### config.mk
export PLATFORM = sky130hd
export DESIGN_NAME = led_strip_effect_generator
export DESIGN_NICKNAME = d
export VERILOG_FILES = /design/src/hdl/lseg_pkg.sv /design/src/hdl/led_strip_effect_generator.sv
export SDC_FILE = /design/constraint.sdc
export NUM_CORES = 1
export LEC_CHECK = 0
export BUFFER_PORTS_ARGS = -buffer_cell sky130_fd_sc_hd__buf_2
export CORE_MARGIN = 8
export CORE_UTILIZATION = 58
export DETAILED_ROUTE_END_ITERATION = 16
export GPL_TIMING_DRIVEN = 0
export PLACE_DENSITY = 0.77
export RECOVER_POWER = 50
export SYNTH_ARGS = -nofsm -noshare
export SYNTH_HDL_FRONTEND = slang
export SYNTH_SLANG_ARGS = --single-unit
### constraint.sdc
create_clock -name clk -period 5.7 [get_ports clk]
set_input_delay 1.14 -clock clk [delete_from_list [all_inputs] [get_ports clk]]
set_output_delay 1.14 -clock clk [all_outputs]
set_load 0.05 [all_outputs]
### src/hdl/lseg_pkg.sv
// ----------------------------------------------------------------------------
// lseg_pkg
// Types, codes and helpers shared by the LED strip effect generator.
// ----------------------------------------------------------------------------
package lseg_pkg;

	localparam int unsigned CfgIdxW = 3;
	localparam int unsigned CfgDataW = 8;
	localparam int unsigned ColorW = 8;
	localparam int unsigned PixW = 6;
	localparam int unsigned CountW = 7;
	localparam int unsigned StepW = 8;
	localparam int unsigned ShiftW = 4;

	typedef enum logic [1:0] {
		MODE_CHASE = 2'd0,
		MODE_WAVE  = 2'd1,
		MODE_PULSE = 2'd2,
		MODE_OFF   = 2'd3
	} mode_t;

	typedef enum logic [CfgIdxW-1:0] {
		REG_EFFECT_MODE = 3'd0,
		REG_BASE_RED    = 3'd1,
		REG_BASE_GREEN  = 3'd2,
		REG_BASE_BLUE   = 3'd3,
		REG_LED_COUNT   = 3'd4,
		REG_LOOP_LENGTH = 3'd5,
		REG_RSVD6       = 3'd6,
		REG_RSVD7       = 3'd7
	} reg_idx_t;

	typedef struct packed {
		logic [ColorW-1:0] r;
		logic [ColorW-1:0] g;
		logic [ColorW-1:0] b;
	} rgb_t;

	localparam logic [ColorW-1:0] White = 8'hff;

	// right shift of an 8-bit level; a shift of 8 or more gives black
	function automatic logic [ColorW-1:0] shr8(input logic [ColorW-1:0] v,
			input logic [ShiftW-1:0] n);
		logic [ColorW-1:0] res;
		if (n >= 4'd8) begin
			res = '0;
		end else begin
			res = v >> n;
		end
		return res;
	endfunction

	function automatic rgb_t shr_rgb(input rgb_t c, input logic [ShiftW-1:0] n);
		rgb_t res;
		res.r = shr8(c.r, n);
		res.g = shr8(c.g, n);
		res.b = shr8(c.b, n);
		return res;
	endfunction

endpackage

### src/hdl/led_strip_effect_generator.sv
// ----------------------------------------------------------------------------
// led_strip_effect_generator
// Renders one LED strip frame per tick, one RGB pixel per output beat.
// ----------------------------------------------------------------------------
// A tick beat with frame_tick set starts a frame of min(led_count, MAX_LEDS)
// pixel beats, pixel 0 first, the final one flagged by last_pixel (and by
// loop_end when the step counter wraps after that frame). The pixel counter
// loads one pixel into the output register per cycle when the output side
// never stalls; the next tick beat is taken in the same cycle the final pixel
// is loaded, so frames run back to back. A tick beat with frame_tick clear,
// or a frame with zero pixels, produces no pixel beats. Configuration writes
// are always ready and must only be issued while no frame is in flight.
module led_strip_effect_generator #(
	parameter int unsigned MAX_LEDS = 64
) (
	input  logic                              clk,
	input  logic                              arst_n,
	input  logic                              cfg_valid,
	output logic                              cfg_ready,
	input  logic [lseg_pkg::CfgIdxW-1:0]      cfg_index,
	input  logic [lseg_pkg::CfgDataW-1:0]     cfg_data,
	input  logic                              in_valid,
	output logic                              in_ready,
	input  logic                              frame_tick,
	output logic                              out_valid,
	input  logic                              out_ready,
	output logic [lseg_pkg::PixW-1:0]         pixel_index,
	output logic [lseg_pkg::ColorW-1:0]       red,
	output logic [lseg_pkg::ColorW-1:0]       green,
	output logic [lseg_pkg::ColorW-1:0]       blue,
	output logic                              last_pixel,
	output logic                              loop_end
);

	localparam logic [lseg_pkg::CountW-1:0] MaxN = lseg_pkg::CountW'(MAX_LEDS);

	// configuration
	lseg_pkg::mode_t                   mode_q;
	lseg_pkg::rgb_t                    base_q;
	logic [lseg_pkg::CountW-1:0]       led_count_q;
	logic [lseg_pkg::StepW-1:0]        loop_len_q;

	// frame state
	logic [lseg_pkg::StepW-1:0]        step_q;
	logic [lseg_pkg::StepW-1:0]        frame_step_q;
	logic [lseg_pkg::CountW-1:0]       frame_n_q;
	logic                              frame_wrap_q;
	logic                              busy_q;
	logic [lseg_pkg::PixW-1:0]         pix_q;

	logic                              in_acc;
	logic                              adv;
	logic                              last;
	logic [lseg_pkg::CountW-1:0]       n_sat;
	logic [lseg_pkg::StepW:0]          step_inc;
	logic                              wrap;
	logic [lseg_pkg::ShiftW-1:0]       delta;
	logic [4:0]                        wave_y;
	logic [lseg_pkg::ShiftW-1:0]       wave_sh;
	lseg_pkg::rgb_t                    pix_rgb;

	assign cfg_ready = 1'b1;

	always_ff @(posedge clk or negedge arst_n) begin
		if (!arst_n) begin
			mode_q      <= lseg_pkg::MODE_CHASE;
			base_q      <= '{r: 8'hff, g: 8'h00, b: 8'h00};
			led_count_q <= 7'd64;
			loop_len_q  <= 8'd128;
		end else if (cfg_valid) begin
			unique case (lseg_pkg::reg_idx_t'(cfg_index))
				lseg_pkg::REG_EFFECT_MODE: mode_q <= lseg_pkg::mode_t'(cfg_data[1:0]);
				lseg_pkg::REG_BASE_RED:    base_q.r <= cfg_data;
				lseg_pkg::REG_BASE_GREEN:  base_q.g <= cfg_data;
				lseg_pkg::REG_BASE_BLUE:   base_q.b <= cfg_data;
				lseg_pkg::REG_LED_COUNT:   led_count_q <= cfg_data[lseg_pkg::CountW-1:0];
				lseg_pkg::REG_LOOP_LENGTH: loop_len_q <= cfg_data;
				default: ;
			endcase
		end
	end

	// frame setup at tick time
	assign n_sat    = (led_count_q > MaxN) ? MaxN : led_count_q;
	assign step_inc = {1'b0, step_q} + 9'd1;
	assign wrap     = step_inc >= {1'b0, loop_len_q};

	// pixel sequencing
	assign adv      = busy_q && (!out_valid || out_ready);
	assign last     = ({1'b0, pix_q} + 7'd1) == frame_n_q;
	assign in_ready = !busy_q || (adv && last);
	assign in_acc   = in_valid && in_ready;

	always_ff @(posedge clk or negedge arst_n) begin
		if (!arst_n) begin
			step_q       <= '0;
			frame_step_q <= '0;
			frame_n_q    <= '0;
			frame_wrap_q <= 1'b0;
			busy_q       <= 1'b0;
			pix_q        <= '0;
		end else if (in_acc && frame_tick) begin
			step_q       <= wrap ? '0 : step_inc[lseg_pkg::StepW-1:0];
			frame_step_q <= step_q;
			frame_n_q    <= n_sat;
			frame_wrap_q <= wrap;
			pix_q        <= '0;
			busy_q       <= (n_sat != '0);
		end else if (adv) begin
			pix_q <= pix_q + 6'd1;
			if (last) begin
				busy_q <= 1'b0;
			end
		end
	end

	// pixel color
	always_comb begin
		logic [lseg_pkg::StepW-1:0] inv;
		inv = 8'd128 - frame_step_q;
		priority if (frame_step_q > 8'd128) begin
			delta = '0;
		end else if (frame_step_q > 8'd64) begin
			delta = lseg_pkg::ShiftW'(inv >> 3);
		end else begin
			delta = lseg_pkg::ShiftW'(frame_step_q >> 3);
		end
	end

	assign wave_y = pix_q[4:0] + frame_step_q[4:0];

	always_comb begin
		priority if (wave_y >= 5'd24) begin
			wave_sh = lseg_pkg::ShiftW'(wave_y - 5'd24);
		end else if (wave_y >= 5'd16) begin
			wave_sh = lseg_pkg::ShiftW'(5'd24 - wave_y);
		end else if (wave_y >= 5'd8) begin
			wave_sh = lseg_pkg::ShiftW'(wave_y - 5'd8);
		end else begin
			wave_sh = lseg_pkg::ShiftW'(5'd8 - wave_y);
		end
	end

	always_comb begin
		lseg_pkg::rgb_t white;
		white = '{r: lseg_pkg::White, g: lseg_pkg::White, b: lseg_pkg::White};
		unique case (mode_q)
			lseg_pkg::MODE_CHASE:
				pix_rgb = ({2'b00, pix_q} == frame_step_q) ? base_q : '0;
			lseg_pkg::MODE_WAVE:
				pix_rgb = (wave_y >= 5'd16) ? lseg_pkg::shr_rgb(white, wave_sh)
					: lseg_pkg::shr_rgb(base_q, wave_sh);
			lseg_pkg::MODE_PULSE:
				pix_rgb = lseg_pkg::shr_rgb(base_q, delta);
			default:
				pix_rgb = '0;
		endcase
	end

	// output register
	always_ff @(posedge clk or negedge arst_n) begin
		if (!arst_n) begin
			out_valid <= 1'b0;
		end else if (adv) begin
			out_valid <= 1'b1;
		end else if (out_ready) begin
			out_valid <= 1'b0;
		end
	end

	always_ff @(posedge clk) begin
		if (adv) begin
			pixel_index <= pix_q;
			red         <= pix_rgb.r;
			green       <= pix_rgb.g;
			blue        <= pix_rgb.b;
			last_pixel  <= last;
			loop_end    <= last && frame_wrap_q;
		end
	end

	// checks
	a_pix_in_range: assert property (@(posedge clk) disable iff (!arst_n)
		busy_q |-> ({1'b0, pix_q} < frame_n_q))
		else $error("pixel counter beyond frame length");

	a_ready_only_at_end: assert property (@(posedge clk) disable iff (!arst_n)
		(in_ready && busy_q) |-> (adv && last))
		else $error("tick taken mid-frame");

	a_pix_step: assert property (@(posedge clk) disable iff (!arst_n)
		(adv && !last) |=> (busy_q && pix_q == $past(pix_q) + 6'd1))
		else $error("pixel counter skipped");

	a_loop_end_on_last: assert property (@(posedge clk) disable iff (!arst_n)
		(out_valid && loop_end) |-> last_pixel)
		else $error("loop_end without last_pixel");

	a_frame_start: assert property (@(posedge clk) disable iff (!arst_n)
		(in_acc && frame_tick && n_sat != '0) |=> (busy_q && pix_q == '0))
		else $error("frame did not start");

endmodule
# Yosys cells after proc, flatten, opt, wreduce, memory -nomap -nowiden
# Index checks and enable logic that the tools add are counted.
classes:
  addsub: 9
  magnitude_cmp: 9
  n_eq_ne: 9
  n_shift: 7
  n_mux: 24
  n_reduce_logical: 22
op_table:
  columns: ["cell", "n"]
  rows:
  - ["$pmux 24 s3", 1]
  - ["$mux 8", 8]
  - ["$mux 24", 2]
  - ["$shr 8x4->8", 6]
  - ["$mux 4", 5]
  - ["$reduce_and 2->1", 7]
  - ["$mux 6", 2]
  - ["$ge 5x5->1 const B", 2]
  - ["$add 8x1->9 const B", 1]
  - ["$ge 9x8->1", 1]
  - ["$eq 6x8->1", 1]
  - ["$ge 4x4->1 const B", 2]
  - ["$gt 8x7->1 const B", 1]
  - ["$gt 8x8->1 const B", 1]
  - ["$shr 8x4->8 const A", 1]
  - ["$sub 4x4->4 const A", 2]
  - ["$sub 4x4->4 const B", 2]
  - ["$add 6x1->7 const B", 1]
  - ["$eq 7x7->1", 1]
  - ["$gt 7x7->1 const B", 1]
  - ["$mux 7", 1]
  - ["$reduce_bool 7->1", 1]
  - ["$sub 1x7->7 const A", 1]
  - ["$add 6x1->6 const B", 1]
  - ["14 further kinds", 28]
totals:
  reg_bits: 105
  in_bits: 17
  out_inout_bits: 35
  elab_cells: 99

# Logic depth before layout (Yosys ltp)
logic_depth:
  ltp_word: 9
  mapped_depth: 13
  depth_no_buf: 11

# Worst setup path before layout
# Ideal clock, no wire load.
synth_timing:
  path_type: "flip-flop to flip-flop"
  startpoint: "reg pix_q[0] (netlist bit)"
  endpoint: "reg red[3] (netlist bit) (data pin)"
  setup_ps: 266
  t_arrival_ps: 3093
  required_time_ps: 5434
  path_slack_ps: 2341
  stages_incl_launch_ff: 12
  n_path_buf: 3
  synth_period_minus_slack_ps: 3359
  path_cell_list: "dfrtp_1 ha_1 buf_2 clkinv_1 clkbuf_1 ha_1 clkbuf_1 nand3_2 nand2_8 mux4_2 a211oi_2 o22ai_1"
synth_rtl:
  columns: ["element", "line_no", "source"]
  rows:
  - ["from (decl)", "led_strip_effect_generator.sv:49", "logic [lseg_pkg::PixW-1:0] pix_q;"]
  - ["from (signal assigned)", "led_strip_effect_generator.sv:110", "pix_q <= pix_q + 6'd1;"]
  - ["to (signal assigned)", "led_strip_effect_generator.sv:174", "red <= pix_rgb.r;"]
  - ["to (decl)", "led_strip_effect_generator.sv:28", "output logic [lseg_pkg::ColorW-1:0] red,"]

==> impl_metrics.toml <==
[synth]
ys_seq_elements = 105
ys_async_sr_fraction_pct = 69.5
synthesis.area_um2 = 6990
yosys_warnings = 0
syn_area_per_cell_um2 = 9.94
synthFlopType = "dfrtp_1"
ys_seq_area_share_pct = 40.1
ys_top_cells_by_area = "dfrtp_1, edfxtp_1, mux2_2, mux2i_1, dfstp_2"
synth_common_cells = "nand2_1, dfrtp_1, mux2_2, nor2_1, edfxtp_1"
synthesis.nets = 736
synth_top_area_share_pct = 22.6
synth_edf_count = 32
synth_top_area_cell = "dfrtp_1"
yosysMostFrequentCell = "nand2_1"
synth_cells = 703
synth_cell_types = 86

[sta]
rsz0062_at_grt = "no"
final.setup_skew_ns = 0.00977
timing.final.crit_share_pct = 75.0
fin_tns_setup_ns = 0
hold_viol = 0
relSlewSlack_pct = -152
fmax_mhz = 234
setup_viol = 0
finalCriticalPeriod_ns = 4.28
drv_slew = 74
worst_pin_slew_ns = 3.78

[routing]
vias = 6124
vias_per_cell = 6.69
wl_per_cell_um = 22.2
routed_wl_um = 20300
first_pass_iters = 6
final_antenna_net_count = 0
drcViolationCount = 0
drt_iter0_markers = 712

[placement]
io_buffers = 49
hpwlAfterDp_um = 15000
gp_congestion = 0.918

[cts]
cts_hold_buffers = 0
cts.path.max_buffers = 2
cts_inserted_buffers = 9
ctsRootBufferMaster = "clkbuf_16"
clk_pin_slew_ns = 0.07
cts.sinks = 105
cts_resized = 0
htreeDepth = 3
cts_tree = "yes"
post_cts_buffers = 0
clock_latency_ns = 0.37

[critical_path]
crit_type = "reg2reg"
cp.required_ns = 5.90
cp-start-kind = "flop"
critPathMaxFanout = 10
endpoint_kind = "flop"
critPathArrivalTime_ns = 4.48

[layout]
drive_gt1_share_pct = 18.5
fillCellCount = 973
layout.nets = 797
multi_input_area_um2 = 3920
regArea_um2 = 2800
area_delta_synth_final_pct = 10.1
antenna_cells = 0

[global_route]
grt_max_degree = 74
antenna_found_initial = 0
grtUsageTotal_pct = 25.9
gr-usage-met1_pct = 34.5
busiest_layer = "met2"
grt_pass1_vias = 5950
met3_usage_pct = 6.62
grt_pass1_wl_um = 32400
globalRouteOverflowTotal = 0
grtUsageMet2_pct = 40.0

[status]
violations = "max-capacitance violations, max-slew violations"
status = "finished with violations"

[die]
io_pins = 52
start_util_pct = 58.7
rows = 40
dieArea_um2 = 15800
coreArea_um2 = 11900
die-height_um = 126
die_w_um = 126

[job]
cap_violations = 1

[worst_hold_path]
hp-class = "reg2reg"
through the flow:
| step | setup slack (ns) | hold slack [ns] | std cells | utilization, % | cell area (um^2) |
|---|---|---|---|---|---|
| after floorplan | 2.34 | 0.420 | 703 | - | 6990 |
| after global placement | 1.59 | 0.426 | 899 | 62.3 | 7420 |
| after detailed placement | 1.56 | 0.435 | 899 | 62.3 | 7420 |
| after CTS | 1.53 | 0.453 | 915 | 64.6 | 7700 |
| after global routing | 0.637 | 0.467 | 916 | 64.6 | 7700 |
| final | 1.42 | 0.453 | 916 | 64.6 | 7700 |
state kept, by name, summed over array words and instances (netlist names), 2 cells and up:
register      cells
base_q           24
pix_q             6
red               8
blue              8
step_q            8
loop_len_q        8
frame_n_q         7
frame_step_q      8
led_count_q       7
mode_q            2
green             8
pixel_index       6
critical path, cell delays in order (launching register included):
cell	delay (ns)
dfrtp_1	0.47
ha_1	0.31
buf_2	0.18
clkinv_1	0.24
clkbuf_1	0.53
ha_1	0.30
nor2_1	0.07
a311o_1	0.40
o21ai_1	0.22
nand2_1	0.30
a311oi_1	0.67
nor3_1	0.21
o22ai_1	0.20
path summary, 6_finish.rpt:
check                                start        endpoint  slack (ns)  depth (start not counted)
max                        frame_step_q[0]          red[1]        1.42                         12
min                               pix_q[4]  pixel_index[4]        0.45                          0
max reg2reg                frame_step_q[0]          red[1]        1.42                         12
min reg2reg                       pix_q[4]  pixel_index[4]        0.45                          0
max in group asynchronous           arst_n       base_q[2]        1.51                          1
min in group asynchronous           arst_n   loop_len_q[0]        2.06                          1
final cells by class:
class	count	area share, %
multi-input combinational	534	50.9
clock buffer	9	2.92
buffer	46	2.68
tap	147	2.39
timing repair buffer	50	3.23
inverter	18	0.877
sequential	105	36.4
clock inverter	7	0.666
per-layer routing:
layer  vias to the layer above  share of wire [%]
li1                       2757                  -
met4                         0                2.3
met5                         -                  0
met3                        49                9.9
met1                      2994                 43
met2                       324                 44
kinds of logic after synthesis:
logic type	share of synthesized area (%)
flip-flops	40.1
AND/OR/NAND/NOR	17.7
multiplexers	15.4
other	0.0536
AO/OA/AOI/OAI	17.3
buffers and inverters	3.92
XOR/XNOR	2.63
adder cells (fa/ha/maj)	2.97
layout by cell type (no fill, tap or decap), types with 5 or more instances in the layout:
master	count
xor2_1	13
clkbuf_16	9
a22oi_1	5
ha_1	15
a21boi_0	5
nor2b_1	11
o21ai_0	17
mux2_1	5
dfstp_2	10
a21o_1	15
a221oi_1	5
a21oi_1	16
dfrtp_1	63
nor3_1	19
nand2b_1	17
mux2_2	47
a211oi_1	7
mux2i_1	31
clkbuf_1	46
nand4_1	8
o21ai_1	23
and2_1	6
nand3_1	24
edfxtp_1	32
buf_2	42
o21bai_1	6
xnor2_1	8
nor2_1	38
inv_1	16
and3_1	10
nor3b_1	7
o211ai_1	7
mux4_2	8
nand2_1	70
nand3b_1	6
Power is left out: the tool's default activity adds up to more than one toggle a clock period on the data nets, which glitch-free logic cannot reach.
